File: src/design/mclp_pkg.sv
// Shared types, character codes and decode helpers for the motor command line parser.
package mclp_pkg;

  localparam int unsigned LineStore = 6;

  typedef enum logic [1:0] {
    KIND_SIMPLE   = 2'd0,
    KIND_JOYSTICK = 2'd1,
    KIND_BAD      = 2'd2
  } kind_e;

  localparam logic [7:0] ChNewline = 8'h0A;
  localparam logic [7:0] ChNul     = 8'h00;
  localparam logic [7:0] ChSpace   = 8'h20;
  localparam logic [7:0] ChTab     = 8'h09;
  localparam logic [7:0] ChVtab    = 8'h0B;
  localparam logic [7:0] ChFf      = 8'h0C;
  localparam logic [7:0] ChCr      = 8'h0D;
  localparam logic [7:0] ChPlus    = 8'h2B;
  localparam logic [7:0] ChMinus   = 8'h2D;
  localparam logic [7:0] ChZero    = 8'h30;
  localparam logic [7:0] ChNine    = 8'h39;
  localparam logic [7:0] ChF       = 8'h66;
  localparam logic [7:0] ChB       = 8'h62;
  localparam logic [7:0] ChR       = 8'h72;
  localparam logic [7:0] ChL       = 8'h6C;
  localparam logic [7:0] ChW       = 8'h77;
  localparam logic [7:0] ChS       = 8'h73;
  localparam logic [7:0] ChA       = 8'h61;
  localparam logic [7:0] ChD       = 8'h64;
  localparam logic [7:0] ChQ       = 8'h71;

  // Line summary handed from the collector to the decoder
  typedef struct packed {
    logic [LineStore-1:0][7:0] chars;
    logic                      len_one;
    logic                      len_six;
  } line_t;

  function automatic logic is_blank(input logic [7:0] c);
    return (c == ChSpace) || (c == ChTab) || (c == ChVtab) || (c == ChFf) || (c == ChCr);
  endfunction

  function automatic logic is_digit(input logic [7:0] c);
    return (c >= ChZero) && (c <= ChNine);
  endfunction

  // Two-character strtol: an optional blank or sign followed by one digit, or up to two digits
  function automatic logic signed [7:0] read_pair(input logic [7:0] c0, input logic [7:0] c1);
    logic [7:0] d0;
    logic [7:0] d1;
    logic [7:0] v1;
    logic [7:0] res;
    d0  = c0 - ChZero;
    d1  = c1 - ChZero;
    v1  = is_digit(c1) ? d1 : 8'd0;
    res = 8'd0;
    if (is_blank(c0)) begin
      res = v1;
    end else if (c0 == ChPlus) begin
      res = v1;
    end else if (c0 == ChMinus) begin
      res = 8'd0 - v1;
    end else if (is_digit(c0)) begin
      res = is_digit(c1) ? ((d0 << 3) + (d0 << 1) + d1) : d0;
    end
    return $signed(res);
  endfunction

endpackage

File: src/design/mclp_line_buf.sv
// Line collector: stores the first characters of a line and tracks its length.
module mclp_line_buf #(
  parameter int unsigned LINE_CAPACITY = 32
) (
  input  logic                 clk_i,
  input  logic                 rst_ni,
  input  logic                 step_i,
  input  logic [7:0]           byte_i,
  output mclp_pkg::line_t      line_o
);
  import mclp_pkg::*;

  localparam int unsigned LenW = $clog2(LINE_CAPACITY);
  localparam logic [LenW-1:0] LenMax = LenW'(LINE_CAPACITY - 1);

  logic [LineStore-1:0][7:0] chars_q;
  logic [LenW-1:0]           len_q, len_d;
  logic                      zero_q, zero_d;
  logic                      store;

  always_comb begin
    len_d  = len_q;
    zero_d = zero_q;
    store  = 1'b0;
    if (step_i) begin
      if (byte_i == ChNewline) begin
        len_d  = '0;
        zero_d = 1'b0;
      end else if (!zero_q && (len_q < LenMax)) begin
        if (byte_i == ChNul) begin
          zero_d = 1'b1;
        end else begin
          store = 1'b1;
          len_d = len_q + 1'b1;
        end
      end
    end
  end

  always_ff @(posedge clk_i or negedge rst_ni) begin
    if (!rst_ni) begin
      len_q  <= '0;
      zero_q <= 1'b0;
    end else begin
      len_q  <= len_d;
      zero_q <= zero_d;
    end
  end

  // character store has no reset; only positions below the length are decoded
  always_ff @(posedge clk_i) begin
    for (int i = 0; i < LineStore; i++) begin
      if (store && (len_q == LenW'(i))) begin
        chars_q[i] <= byte_i;
      end
    end
  end

  assign line_o.chars   = chars_q;
  assign line_o.len_one = (len_q == LenW'(1));
  assign line_o.len_six = (len_q == LenW'(LineStore));

endmodule

File: src/design/mclp_decode.sv
// Line decoder: turns a finished line into a command kind and new held speeds.
module mclp_decode (
  input  mclp_pkg::line_t     line_i,
  input  logic [6:0]          speed_i,
  input  logic signed [7:0]   throttle_i,
  input  logic signed [7:0]   turn_i,
  output mclp_pkg::kind_e     kind_o,
  output logic signed [7:0]   throttle_o,
  output logic signed [7:0]   turn_o
);
  import mclp_pkg::*;

  logic signed [7:0] sp_pos, sp_neg, t_val, r_val;
  logic              joy_ok;

  assign sp_pos = $signed({1'b0, speed_i});
  assign sp_neg = 8'sd0 - sp_pos;
  assign t_val  = read_pair(line_i.chars[1], line_i.chars[2]);
  assign r_val  = read_pair(line_i.chars[4], line_i.chars[5]);
  assign joy_ok = line_i.len_six &&
                  ((line_i.chars[0] == ChF) || (line_i.chars[0] == ChB)) &&
                  ((line_i.chars[3] == ChR) || (line_i.chars[3] == ChL));

  always_comb begin
    kind_o     = KIND_BAD;
    throttle_o = throttle_i;
    turn_o     = turn_i;
    if (line_i.len_one) begin
      kind_o = KIND_SIMPLE;
      case (line_i.chars[0])
        ChW: begin
          throttle_o = sp_pos;
          turn_o     = 8'sd0;
        end
        ChS: begin
          throttle_o = sp_neg;
          turn_o     = 8'sd0;
        end
        ChA: begin
          throttle_o = 8'sd0;
          turn_o     = sp_neg;
        end
        ChD: begin
          throttle_o = 8'sd0;
          turn_o     = sp_pos;
        end
        ChQ: begin
          throttle_o = 8'sd0;
          turn_o     = 8'sd0;
        end
        default: begin
          kind_o = KIND_BAD;
        end
      endcase
    end else if (joy_ok) begin
      kind_o     = KIND_JOYSTICK;
      throttle_o = (line_i.chars[0] == ChF) ? t_val : (8'sd0 - t_val);
      turn_o     = (line_i.chars[3] == ChR) ? r_val : (8'sd0 - r_val);
    end
  end

endmodule

File: src/design/motor_command_line_parser_top.sv
// Top level of the motor command line parser: input stage, line state, result register.
//
//  channel     | dir | handshake                    | payload
//  ------------+-----+------------------------------+-------------------------------
//  s_axis      | in  | s_axis_tvalid/s_axis_tready  | tdata[7:0] rx_byte
//  m_axis      | out | m_axis_tvalid/m_axis_tready  | tdata kind, throttle, turn
//  cfg         | in  | cfg_valid_i/cfg_ready_o      | cfg_data_i drive speed magnitude
//
//  One byte per cycle sustained. A byte is held in the input register and is
//  folded into the line state on leaving it; a newline writes its result to the
//  output register as it leaves the input register, so a newline passes the input
//  register and then the output register before its result transaction can complete.
//  Only a newline waiting behind an unread result stalls the input; other bytes
//  keep flowing. Reset clears the line length, zero flag, held speeds and all
//  valid flags, and sets the drive speed to 40; no clearing pass.
module motor_command_line_parser_top #(
  parameter int unsigned LINE_CAPACITY = 32
) (
  input  logic        clk_i,
  input  logic        rst_ni,
  input  logic        s_axis_tvalid,
  output logic        s_axis_tready,
  input  logic [7:0]  s_axis_tdata,   // [7:0] rx_byte
  output logic        m_axis_tvalid,
  input  logic        m_axis_tready,
  output logic [23:0] m_axis_tdata,   // [1:0] command_kind, [9:2] throttle, [17:10] turn, zeros
  input  logic        cfg_valid_i,
  output logic        cfg_ready_o,
  input  logic [6:0]  cfg_data_i
);
  import mclp_pkg::*;

  logic              in_valid_q;
  logic [7:0]        in_byte_q;
  logic              in_nl;
  logic              advance;
  logic [6:0]        speed_q;
  logic signed [7:0] thr_q, trn_q, thr_new, trn_new;
  kind_e             kind_new;
  line_t             line;
  logic              out_valid_q;
  logic [17:0]       out_data_q;

  assign in_nl         = (in_byte_q == ChNewline);
  assign advance       = in_valid_q && (!in_nl || !out_valid_q || m_axis_tready);
  assign s_axis_tready = !in_valid_q || advance;
  assign cfg_ready_o   = 1'b1;

  mclp_line_buf #(
    .LINE_CAPACITY(LINE_CAPACITY)
  ) u_line (
    .clk_i (clk_i),
    .rst_ni(rst_ni),
    .step_i(advance),
    .byte_i(in_byte_q),
    .line_o(line)
  );

  mclp_decode u_decode (
    .line_i    (line),
    .speed_i   (speed_q),
    .throttle_i(thr_q),
    .turn_i    (trn_q),
    .kind_o    (kind_new),
    .throttle_o(thr_new),
    .turn_o    (trn_new)
  );

  always_ff @(posedge clk_i or negedge rst_ni) begin
    if (!rst_ni) begin
      in_valid_q  <= 1'b0;
      out_valid_q <= 1'b0;
      speed_q     <= 7'd40;
      thr_q       <= 8'sd0;
      trn_q       <= 8'sd0;
    end else begin
      if (s_axis_tready) begin
        in_valid_q <= s_axis_tvalid;
      end
      if (cfg_valid_i) begin
        speed_q <= cfg_data_i;
      end
      if (advance && in_nl) begin
        out_valid_q <= 1'b1;
        thr_q       <= thr_new;
        trn_q       <= trn_new;
      end else if (m_axis_tready) begin
        out_valid_q <= 1'b0;
      end
    end
  end

  always_ff @(posedge clk_i) begin
    if (s_axis_tready && s_axis_tvalid) begin
      in_byte_q <= s_axis_tdata;
    end
    if (advance && in_nl) begin
      out_data_q <= {trn_new, thr_new, kind_new};
    end
  end

  assign m_axis_tvalid = out_valid_q;
  assign m_axis_tdata  = {6'd0, out_data_q};

endmodule
File: config.mk
export PLATFORM = sky130hd
export DESIGN_NAME = motor_command_line_parser_top
export DESIGN_NICKNAME = d
export VERILOG_FILES = /design/src/design/mclp_pkg.sv /design/src/design/mclp_line_buf.sv /design/src/design/mclp_decode.sv /design/src/design/motor_command_line_parser_top.sv
export SDC_FILE = /design/constraint.sdc
export NUM_CORES = 1
export LEC_CHECK = 0
export BUFFER_PORTS_ARGS = -buffer_cell sky130_fd_sc_hd__buf_2
export CAP_MARGIN = 30
export CORE_ASPECT_RATIO = 0.75
export CORE_MARGIN = 4
export CORE_UTILIZATION = 50
export DETAILED_ROUTE_END_ITERATION = 12
export PLACE_DENSITY = 0.74
export SLEW_MARGIN = 20
export SYNTH_ARGS = -nofsm -noshare
export SYNTH_HDL_FRONTEND = slang
export SYNTH_SLANG_ARGS = --single-unit
File: constraint.sdc
create_clock -name clk_i -period 3.9 [get_ports clk_i]
set_input_delay 0.195 -clock clk_i [delete_from_list [all_inputs] [get_ports clk_i]]
set_output_delay 0.195 -clock clk_i [all_outputs]
set_load 0.01 [all_outputs]
# Word-level counts from Yosys, hierarchy flattened
# Index checks and enable logic that the tools add are counted.
# word_totals
output_inout_bits,27
inputBits,20
memories,0
ramBits,0
reg_bits,105
rom_bits,0
word_cells,147
latchBits,0
# classes
n_lt_le_gt_ge,9
n_bitwise,0
mux,35
n_eq_ne,31
reduce_logical,43
shift,0
div,0
multipliers,0
n_addsub,14
# ops
operator,count
8-bit 2-to-1 mux,18
8-bit by 4-bit == test with 1-bit output (second input constant),9
8-bit by 7-bit == test with 1-bit output (second input constant),9
8-bit by 6-bit == test with 1-bit output (second input constant),6
8-bit one-hot mux with 3 select lines,2
8-bit adder,4
8-bit by 6-bit greater-or-equal comparator with 1-bit output (second input constant),4
8-bit by 6-bit less-or-equal comparator with 1-bit output (second input constant),4
1-bit by 8-bit subtractor with 8-bit output (first input constant),4
8-bit by 6-bit subtractor with 8-bit output (second input constant),4
1-bit logical AND,16
5-bit by 3-bit == test with 1-bit output (second input constant),3
5-bit 2-to-1 mux,3
1-bit logical OR,13
5-bit by 2-bit == test with 1-bit output (second input constant),2
1-bit 2-to-1 mux,9
8-bit logical NOT,1
1-bit by 7-bit subtractor with 8-bit output (first input constant),1
2-bit 2-to-1 mux,3
3-bit AND reduction,2
2-bit nonzero test,3
3-bit OR reduction,2
5-bit by 1-bit adder with 5-bit output (second input constant),1
5-bit by 1-bit == test with 1-bit output (second input constant),1
5 further kinds,8

# Logic depth before layout (Yosys ltp)
# Gate-level depths: netlist of run 1.
# depth
word_depth,12
ltp_mapped,15

# Modules after synthesis
# A second synthesis of run 1 with hierarchy kept.
# hier_totals
hier_cells,641
area_unflattened_um2,6950.4
# by_module_without_submodules
module,cells_each,area_per_inst_um2,seq_area_each_um2,instances
mclp_decode,426,3007.9,0.0,1
mclp_line_buf,116,2034.5,1591.5,1
motor_command_line_parser_top,99,1908.1,1408.9,1

# Least setup slack after synthesis of run 1
# No wires, ideal clock.
# synth_timing
path_kind,register to register
start,"reg u_line.chars_q, in the netlist u_line.line_o[46]"
end,reg trn_q[7]
n_path_buf,1
stages_incl_launch_ff,15
setup_slack_ps,390
t_arrival_ps,3383
path_cell_list,edfxtp_1 > ha_1 > or3b_1 > buf_6 > nor2_1 > nand2_1 > ha_1 > a2111oi_4 > a2111oi_2 > o31ai_4 > nand3_1 > o31ai_2 > xnor2_1 > o21ai_2 > mux2_1
# synth_via
elab_chain_cells,11
# synth_lines
item,line_no,text
"start, declared",mclp_line_buf.sv:16,logic [LineStore-1:0][7:0] chars_q;
"start signal, assigned by index",mclp_line_buf.sv:54,chars_q[i] <= byte_i;
"8-bit by 6-bit subtractor with 8-bit output, or another cell as far along",mclp_pkg.sv:55,d1 = c1 - ChZero;
8-bit adder or 1-bit logical AND (tied branches),"mclp_pkg.sv:65, mclp_pkg.sv:45",
"8-bit 2-to-1 mux, on equally long branches","mclp_pkg.sv:65, mclp_pkg.sv:56",
8-bit 2-to-1 mux or 1-bit by 8-bit subtractor with 8-bit output (tied branches),"mclp_pkg.sv:64, mclp_pkg.sv:63",
8-bit 2-to-1 mux,mclp_pkg.sv:62,end else if (c0 == ChMinus) begin
8-bit 2-to-1 mux,mclp_pkg.sv:60,end else if (c0 == ChPlus) begin
8-bit 2-to-1 mux *,mclp_pkg.sv:58,if (is_blank(c0)) begin
1-bit by 8-bit subtractor with 8-bit output,mclp_decode.sv:58,turn_o = (line_i.chars[3] == ChR) ? r_val : (8'sd0 - r_val);
8-bit 2-to-1 mux *,mclp_decode.sv:58,
8-bit 2-to-1 mux *,mclp_decode.sv:55,end else if (joy_ok) begin
8-bit 2-to-1 mux *,mclp_decode.sv:28,if (line_i.len_one) begin
net trn_new[7],motor_command_line_parser_top.sv:38,"logic signed [7:0] thr_q, trn_q, thr_new, trn_new;"
"end signal, assigned",motor_command_line_parser_top.sv:86,trn_q <= trn_new;
"end, declared",motor_command_line_parser_top.sv:38,
# Mark *: on every way through the listed nets, which the timed path passes. The rest lies on a longest branch.
# A chain may end at the register's enable or synchronous reset.

# Worst setup path in the final report of run 1
# layout_timing
start,"reg u_line.chars_q, in the netlist u_line.line_o[22]"
end,"reg out_data_q[9], data pin"
# layout_via
elab_chain_cells,11
# layout_lines
item,line_no,text
"8-bit by 6-bit subtractor with 8-bit output, or another cell as far along",mclp_pkg.sv:55,
8-bit adder or 1-bit logical AND (tied branches),"mclp_pkg.sv:65, mclp_pkg.sv:45",
"8-bit 2-to-1 mux, on equally long branches","mclp_pkg.sv:65, mclp_pkg.sv:56",
8-bit 2-to-1 mux or 1-bit by 8-bit subtractor with 8-bit output (tied branches),"mclp_pkg.sv:64, mclp_pkg.sv:63",
8-bit 2-to-1 mux,mclp_pkg.sv:62,
8-bit 2-to-1 mux,mclp_pkg.sv:60,
8-bit 2-to-1 mux *,mclp_pkg.sv:58,
1-bit by 8-bit subtractor with 8-bit output,mclp_decode.sv:57,throttle_o = (line_i.chars[0] == ChF) ? t_val : (8'sd0 - t_val);
8-bit 2-to-1 mux *,mclp_decode.sv:57,
8-bit 2-to-1 mux *,mclp_decode.sv:55,
8-bit 2-to-1 mux *,mclp_decode.sv:28,
net thr_new[7],motor_command_line_parser_top.sv:38,
"end signal, assigned",motor_command_line_parser_top.sv:98,"out_data_q <= {trn_new, thr_new, kind_new};"
"end, declared",motor_command_line_parser_top.sv:42,logic [17:0] out_data_q;
# Marks and branches as above.

==> results.md, run 1 <==
* Vias in the first global route at 5087
* RSZ-0062 raised after global routing: no
* Die Ht at about 110 µm
* Sequential fraction of the synthesis area at 44.8%
* Max-slew violations at 0
* Final hold vios at 0
* Crit-path max FO at 7
* Overflow after GRT at 0
* Fin nets at 783
* Synth Flop Type: edfxtp_1
* YS warnings at 0
* Least-Margin Pin Slew at 749 ps
* Hold Path Class: in2reg
* Design Area, Final at 0.00746 mm²
* Clock Skew at 12.4 ps
* Mapped Cells at 670
* Yosys top cell area share at 33.1%
* Area leader, netlist: edfxtp_1
* Vias per inst at 6.00
* Worst vdd rail ir drop at around 0.29 mV
* Fmax at about 270 MHz
* Largest net degree at the start of global routing at 32
* Fill count at 1148
* FF/Latch Area at 0.00300 mm²
* CTS root buffer: clkbuf_16
* Drc violations at 0
* Cell row count at 36
* Setup repair bufs after CTS at 0
* Placed cells at 881
* Total CTS buffers at 9
* Hold Buf Count CTS at 1
* Synth cell count leaders: edfxtp_1, nand2_1, a21oi_1, nor2_1, o21ai_0
* Routability cong. at 0.952
* Area delta synth->final at 11.3%
* Drt pass-1 iters at 6
* Final setup vio count at 0
* Initial Utilization at about half
* Crit path launch type: register
* Top cells by area, synth: edfxtp_1, dfrtp_1, ha_1
* Tot GR Track Use at 22.0%
* Syn Std Cell Area at about 0.0067 mm²
* Worst-path clk slew at 80 ps
* Worst hold slack at 14.4 ps
* Die width at 142 µm
* Worst skew pair latency at 350 ps
* Ant. Diodes at 0
* Syn_area_per_cell at 10.0 µm²
* Global-route wire length before repair at 26.3 mm
* Ports at 47
* Placed Area at 0.00715 mm²
* Setup total negative slack at 0 ps
* Detailed Place HPWL at 12.7 mm
* Post-synth EDFFs at 74
* Post_cts resized at 0
* Crit path time final at 3680 ps
* WS Path Type: reg2reg
* Period Utilization, post-route at 94.3%
* # port buffers at 39
* Antenna violations before repair at 0
* MaxCap Viol Count at 0
* Area of the multi-input gates at 0.00346 mm²
* Leakage power at 2.91 nW
* TritonCTS clock tree: built
* CP Capture Type: register
* Synth unique cells at 76
* Status: finished clean
* Synth Register Bits at about 110
* DRT iter0 DRCs at between 600 and 700
* Finished Core Util at 57.1%
* Die footprint at roughly 0.015 mm²
* Most frequent cell after synthesis: edfxtp_1
* CTS max path bufs at 2
* Final Non-Filler Cells at approximately 900
* Share of cells above drive strength 1 at ~15%
* Power per cell area at ~380 mW/mm²
* Routed WL at between 15 and 20 mm
* Worst Path Required at 4000 ps
* Htree depth at 3
* CP arrival at 3780 ps
* Vias at approximately 5400
* Average routed wire per standard cell at 18.6 µm
* Final antenna-violating net count at 0
* Async SR Flop Fraction at 29.5%
* Core ar. at between 0.01 and 0.015 mm²
* CTS Sinks at approximately 110
* Slew headroom at 50.0%
==> per-stage QoR <==
stage	power (mW)	worst slack (ps)
5_1_grt	2.96	6.04
3_5_place_dp	1.92	244
3_3_place_gp	1.90	300
4_1_cts	2.83	239
2_1_floorplan	1.75	390
6_report	2.82	222
==> report_power, final <==
| part | total, mW | switching, mW | internal [mW] |
|---|---|---|---|
| Combinational | 0.522 | 0.299 | 0.223 |
| Clock | 0.916 | 0.430 | 0.486 |
| Sequential | 1.38 | 0.103 | 1.28 |
| Total | 2.82 | 0.833 | 1.98 |
==> kinds of logic (layout without fill, tap and decap cells) <==
family | count (synthesis) | after routing | share of synthesized area (%)
other cells | 2 | 7 | 0.112
simple gates | 249 | 249 | 19.5
flops | 105 | 105 | 44.8
buf+inv | 60 | 112 | 3.96
compound gates | 161 | 161 | 15.5
fa+ha+maj | 41 | 41 | 8.77
mux | 17 | 17 | 2.76
xor+xnor | 35 | 35 | 4.57
==> worst max-delay path: stages (launching register included) <==
cell and delay [ps]:
edfxtp_1 480, ha_1 440, inv_1 90, fa_1 510
inv_1 40, ha_1 310, o21ai_0 100, o21bai_1 130
a21oi_1 90, xor2_1 160, a21oi_1 160, a31o_2 220
mux2_2 350, nor4_2 280, nand2_1 90
==> sequential cells by signal, indices dropped and copies added (netlist names) <==
register / flops
speed_q: 7
m_axis_tvalid: 1
trn_q: 8
thr_q: 8
out_data_q: 18
in_valid_q: 1
u_line.zero_q: 1
in_byte_q: 8
u_line.line_o: 48
u_line.len_q: 5
==> cell type report <==
class	instances	share of cell area, %
clock buffers	10	3.35
flip-flops and latches	105	40.2
inverters	37	1.86
repair buffers	59	4.66
multi-input cells	510	46.3
well taps	171	2.87
clock inverters	6	0.754
==> path summary, 6_finish.rpt <==
kind                            depth (start not counted)             to  slack, ps               from
worst max-delay path                                   14  out_data_q[9]        220  u_line.line_o[22]
worst min-delay path                                    1   in_byte_q[2]         10    s_axis_tdata[2]
worst max register to register                         14  out_data_q[9]        220  u_line.line_o[22]
worst min register to register                          2       trn_q[0]        480           trn_q[0]
max in group asynchronous                               2       trn_q[4]       2970             rst_ni
min in group asynchronous                               2       trn_q[6]        440             rst_ni
==> per-layer routing <==
| metal | routed length (µm) | global-route usage, % |
|---|---|---|
| met1 | 7740 | 31.0 |
| met2 | 7660 | 35.5 |
| met3 | 1020 | 4.07 |
| met4 | 270 | 5.75 |
| met5 | 0 | 0 |
==> placed cells by master (no fill, tap or decap), drive strengths merged, types with 7 or more instances in the layout <==
cell	count
a21oi	54
a31oi	8
and3	15
buf	58
clkbuf	10
conb	7
dfrtp	29
edfxtp	74
fa	10
ha	31
inv	40
mux2	12
nand2	57
nand2b	7
nand3	22
nand4	12
nor2	56
nor2b	10
nor3	22
o21ai	44
o31ai	7
or3	11
xnor2	24
xor2	11
(Power assumes the default switching activity.)
==> inputs of run 2 (changes only) <==
- CELL_PAD_IN_SITES_DETAIL_PLACEMENT: unset -> 1
- CELL_PAD_IN_SITES_GLOBAL_PLACEMENT: unset -> 1
- CORE_UTILIZATION: 50 -> 48
- GPL_TIMING_DRIVEN: unset -> 0
- PLACE_DENSITY: 0.74 -> 0.86
- SKIP_CTS_REPAIR_TIMING: unset -> 1
==> run 2 against run 1 <==
  * Critical path depth did not move
  * Global-route usage rose by 3.4 points
  * Clock power barely moved
  * Die area rose by 3.9%
  * First-iteration DRC count fell by 32%
  * Register-to-register slack got worse by 80 ps
  * Fmax fell by 2.0%
  * Sequential share of layout area fell by 0.47 points
  * Wire length rose by 19%
  * Critical path type unchanged
  * Largest cell class unchanged
  * Highest routed layer unchanged
==> results.md, run 2 (same netlist as run 1, synthesis figures left out) <==
* Most frequent cells in the layout: edfxtp_1, nand2_1, a21oi_1, nor2_1, buf_2 (was edfxtp_1, nand2_1, nor2_1, a21oi_1, o21ai_0)
* Die footprint at 0.0159 mm² (was 0.0153 mm²)
* CP Capture Type: register (unchanged)
* RSZ-0062 raised after global routing: no (unchanged)
* Cell row count at 37 (was 36)
* Final hold vios at 0 (unchanged)
* Vias in the first global route at 5720 (was 5087)
* Max-slew violations at 0 (unchanged)
* Setup total negative slack at 0 ps (unchanged)
* Total CTS buffers at 9 (unchanged)
* Routed WL at 19.8 mm (was 16.7 mm)
* Global-route wire length before repair at 31.0 mm (was 26.3 mm)
* Die width at 144 µm (was 142 µm)
* Overflow after GRT at 0 (unchanged)
* Vias per inst at 6.15 (was 6.00)
* Final setup vio count at 0 (unchanged)
* Slew headroom at 39.4% (was 50.0%)
* Worst-path clk slew at 80 ps (about the same)
* Leakage power at 2.93 nW (was 2.91 nW)
* Tot GR Track Use at 25.4% (was 22.0%)
* Worst Path Required at 3990 ps (was 4000 ps)
* Worst skew pair latency at 360 ps (was 350 ps)
* Least-Margin Pin Slew at 901 ps (was 749 ps)
* Power per cell area at 378 mW/mm² (was 377 mW/mm²)
* Ports at 47 (unchanged)
* WS Path Type: reg2reg (unchanged)
* Clock Skew at 13.8 ps (was 12.4 ps)
* TritonCTS clock tree: built (unchanged)
* CP arrival at 3850 ps (was 3780 ps)
* Finished Core Util at 55.1% (was 57.1%)
* Crit-path max FO at 6 (was 7)
* Fin nets at 794 (was 783)
* Drt pass-1 iters at 5 (was 6)
* Commonest non-fill, non-tap cell in the layout: edfxtp_1 (unchanged)
* MaxCap Viol Count at 0 (unchanged)
* Average routed wire per standard cell at 21.7 µm (was 18.6 µm)
* Hold Path Class: in2reg (unchanged)
* Core ar. at 0.0137 mm² (was 0.0131 mm²)
* Status: finished clean (unchanged)
* Area delta synth->final at 12.7% (was 11.3%)
* Crit path launch type: register (unchanged)
* DRT iter0 DRCs at 418 (was 613)
* Design Area, Final at 0.00755 mm² (was 0.00746 mm²)
* Vias at 5611 (was 5390)
* Die Ht at 110 µm (was 108 µm)
* Largest register FFs at 48 (unchanged)
* Antenna violations before repair at 0 (unchanged)
* Fmax at 266 MHz (was 272 MHz)
* CTS root buffer: clkbuf_16 (unchanged)
* Share of cells above drive strength 1 at 15.4% (was 14.6%)
* # port buffers at 38 (was 39)
* Final total power at 2.86 mW (was 2.82 mW)
* Final antenna-violating net count at 0 (unchanged)
* CTS Sinks at 105 (unchanged)
* Largest net degree at the start of global routing at 32 (unchanged)
* Detailed Place HPWL at 14.8 mm (was 12.7 mm)
* Drc violations at 0 (unchanged)
* Crit path time final at 3750 ps (was 3680 ps)
* Ant. Diodes at 0 (unchanged)
* Worst vdd rail ir drop at 0.311 mV (was 0.292 mV)
* Htree depth at 3 (unchanged)
* Routability cong. at 0.920 (was 0.952)
* Placed Area at 0.00713 mm² (was 0.00715 mm²)
* Period Utilization, post-route at 96.2% (was 94.3%)
* CTS max path bufs at 2 (unchanged)
* Initial Utilization at 48.9% (was 51.3%)
run 2: changes by cell type in the layout (fill, tap and decap cells not counted), moves of 3 or more:
cell and delta:
clkinv_4 +3, clkbuf_1 +8, buf_4 -4, inv_6 -3
buf_2 +4
run 2: worst max-delay path, stage by stage (launching register included):
cell and delay (ps):
edfxtp_1 480, ha_4 340, inv_1 60, fa_1 490, inv_1 40, ha_1 320, o21ai_0 120, o21bai_1 210
a21oi_1 110, xor2_1 170, a21oi_1 190, a31o_2 230, mux2_2 370, nor4_4 240, nand2_1 130
run 2: through the flow:
stage                     worst slack (ps)  hold slack [ps]  std cells
after floorplan                        390             -101        675
after global placement               -76.8              280        888
after detailed placement              -350              303        888
after CTS                             -449            -83.1        904
after global routing                  1.51           -0.692        913
final                                  146             15.1        913
run 2: final cells by class:
| class | count | area (µm²) |
|---|---|---|
| timing repair buffer | 48 | 270 |
| sequential | 105 | 3000 |
| inverter | 37 | 139 |
| clock buffer | 11 | 253 |
| buffer | 22 | 124 |
| tap | 175 | 219 |
| fill | 1531 | 6150 |
| clock inverter | 5 | 46.3 |
| multi-input combinational | 510 | 3500 |
run 2: path summary, 6_finish.rpt:
check | startpoint | endpoint | slack (ps) | cells after the start
max in group asynchronous | rst_ni | trn_q[1] | 2950 | 2
worst max-delay path | u_line.line_o[22] | out_data_q[9] | 150 | 14
worst max register to register | u_line.line_o[22] | out_data_q[9] | 150 | 14
worst min-delay path | s_axis_tdata[2] | in_byte_q[2] | 20 | 1
worst min register to register | trn_q[0] | trn_q[0] | 500 | 2
min in group asynchronous | rst_ni | thr_q[6] | 460 | 2
run 2: metal layers:
metal / vias to the layer above / wire length [µm] / GRT usage (%)
met5: - / 0 / 0
met4: 0 / 318 / 7.32
met3: 29 / 1120 / 5.00
met2: 182 / 9790 / 42.8
met1: 2819 / 8540 / 33.5
li1: 2581 / - / -
run 2: power by group:
part | switching (mW) | total [mW] | internal (mW)
Clock | 0.435 | 0.914 | 0.479
Sequential | 0.109 | 1.38 | 1.28
Combinational | 0.337 | 0.560 | 0.223
==> inputs of run 3 (changes only) <==
- PLACE_DENSITY: 0.86 -> 0.85
- RECOVER_POWER: unset -> 50
==> run 3 against run 2 <==
  * The run now ends with capacitance limit, slew limit left
  * Critical path depth is 3 lower
  * Largest cell class unchanged
  * Wire length is 0.78% higher
  * Power is 2.1% lower
==> results.md, run 3 (same netlist as run 1, synthesis figures left out) <==
* Most frequent cells in the layout: edfxtp_1, nand2_1, nor2_1, a21oi_1, o21ai_0 (was edfxtp_1, nand2_1, a21oi_1, nor2_1, buf_2)
* Largest register FFs at 48 (unchanged)
* Final antenna-violating net count at 0 (unchanged)
* Detailed Place HPWL at 15.2 mm (was 14.8 mm)
* Area delta synth->final at 12.7% (about the same)
* Crit-path max FO at 6 (unchanged)
* Largest net degree at the start of global routing at 32 (unchanged)
* Gate power share at 19.9% (was 19.6%)
* Sw Share at 30.7% (was 30.8%)
* Final hold vios at 0 (unchanged)
* Area of the multi-input gates at 0.00351 mm² (was 0.00350 mm²)
* P_int at 1.94 mW (was 1.98 mW)
* Vias at 5624 (was 5611)
* Slew headroom at -20.8% (was 39.4%)
* Global-route wire length before repair at 30.7 mm (was 31.0 mm)
* Final total power at 2.80 mW (was 2.86 mW)
* Final Non-Filler Cells at 919 (was 913)
* Vias per inst at 6.12 (was 6.15)
* TritonCTS clock tree: built (unchanged)
* Period Utilization, post-route at 96.9% (was 96.2%)
* Ant. Diodes at 0 (unchanged)
* FF/Latch Area at 0.00300 mm² (unchanged)
* Crit path time final at 3780 ps (was 3750 ps)
* # port buffers at 38 (unchanged)
* Fill count at 1550 (was 1531)
* Share of cells above drive strength 1 at 13.4% (was 15.4%)
* Worst vdd rail ir drop at 0.282 mV (was 0.311 mV)
* Cell row count at 37 (unchanged)
* Vias in the first global route at 5692 (was 5720)
* Worst hold slack at 14.0 ps (was 15.1 ps)
* Core ar. at 0.0137 mm² (unchanged)
* Finished Core Util at 55.1% (about the same)
* Htree depth at 3 (unchanged)
* Worst Path Required at 4000 ps (was 3990 ps)
* Least-Margin Pin Slew at 1810 ps (was 901 ps)
* CTS Sinks at 105 (unchanged)
* Routability cong. at 0.944 (was 0.920)
* CTS max path bufs at 2 (unchanged)
* Power per cell area at 370 mW/mm² (was 378 mW/mm²)
* CP Capture Type: register (unchanged)
* Fin nets at 800 (was 794)
* Total CTS buffers at 9 (unchanged)
* DRT iter0 DRCs at 541 (was 418)
* Leakage power at 2.88 nW (was 2.93 nW)
* Antenna violations before repair at 0 (unchanged)
* R2R Setup Slk at 120 ps (was 150 ps)
* Tot GR Track Use at 25.3% (was 25.4%)
* Placed cells at 888 (unchanged)
* Average routed wire per standard cell at 21.7 µm (about the same)
* Die footprint at 0.0159 mm² (unchanged)
* CTS root buffer: clkbuf_16 (unchanged)
* Overflow after GRT at 0 (unchanged)
* Fmax at 265 MHz (was 266 MHz)
* Worst skew pair latency at 350 ps (was 360 ps)
* Hold Path Class: in2reg (unchanged)
* Die Ht at 110 µm (unchanged)
* Drt pass-1 iters at 5 (unchanged)
* Sw power at 0.858 mW (was 0.881 mW)
* Part of the power in registers at 49.4% (was 48.4%)
* Failing checks: capacitance limit, slew limit
* MaxCap Viol Count at 1 (was 0)
* Status: finished, violations left (was finished clean)
* WS Path Type: reg2reg (unchanged)
* Max-slew violations at 32 (was 0)
* Ports at 47 (unchanged)
* Initial Utilization at 48.9% (unchanged)
* Final setup vio count at 0 (unchanged)
* Clock Power Share at 30.8% (was 32.0%)
* Crit path launch type: register (unchanged)
* Commonest non-fill, non-tap cell in the layout: edfxtp_1 (unchanged)
* RSZ-0062 raised after global routing: no (unchanged)
* Die width at 144 µm (unchanged)
* Clock Skew at 12.1 ps (was 13.8 ps)
* Routed WL at 19.9 mm (was 19.8 mm)
* Worst-path clk slew at 70 ps (was 80 ps)
* Drc violations at 0 (unchanged)
* CP arrival at 3880 ps (was 3850 ps)
[run 3: cell count changes in the layout (fill, tap and decap cells not counted), sizes merged]
cell / change
clkinv: +1
buf: -13
clkbuf: +18
dlygate4sd3: -1
inv: +1
[run 3: layout make-up]
class / count / area share, %
Inverter: 37 / 1.84
Clock inverter: 7 / 0.679
Clock buffer: 9 / 2.98
Timing Repair Buffer: 54 / 3.81
Sequential cell: 105 / 39.7
Tap cell: 175 / 2.90
Multi-Input combinational cell: 510 / 46.4
Buffer: 22 / 1.64
[run 3: layer usage]
layer,track usage [%],share of wire (%),routed length [µm],vias to the layer above
met4,7.12,1.4,276,0
met2,42.9,50,9930,186
li1,-,-,-,2598
met1,34.0,43,8600,2815
met5,0,0,0,-
met3,3.92,5.6,1120,25
[run 3: power groups by stage]
stage	clock network [mW]	logic, mW	registers (mW)
2_1_floorplan	0	0.383	1.36
3_3_place_gp	0	0.492	1.39
3_5_place_dp	0	0.529	1.40
4_1_cts	0.874	0.535	1.38
5_1_grt	0.926	0.616	1.39
6_report	0.861	0.556	1.38
[run 3: worst paths after layout]
path	start	endpoint	depth (start not counted)
max	u_line.line_o[46]	out_data_q[15]	11
min	s_axis_tdata[1]	in_byte_q[1]	1
max reg2reg	u_line.line_o[46]	out_data_q[15]	11
min reg2reg	thr_q[3]	thr_q[3]	2
max in group asynchronous	rst_ni	thr_q[7]	2
min in group asynchronous	rst_ni	thr_q[6]	2
[run 3: worst max-delay path, cell delays in order, from the launching register on]
cell and delay [ps]:
edfxtp_1 390, ha_1 230, nor3b_1 610, nand3_1 210, ha_1 350, a2111oi_4 340, a2111oi_2 110, o31ai_4 340
nand3_1 180, o21ai_0 250, xnor2_1 180, a221o_1 330
[run 3: stage by stage]
step | area [µm²] | TNS, ps | setup slack (ps)
global route | 7550 | 0 | 2.48
floorplan | 6720 | 0 | 390
finish | 7550 | 0 | 120
global placement | 7130 | -378 | -140
CTS | 7410 | -1990 | -352
detailed placement | 7130 | -1560 | -293
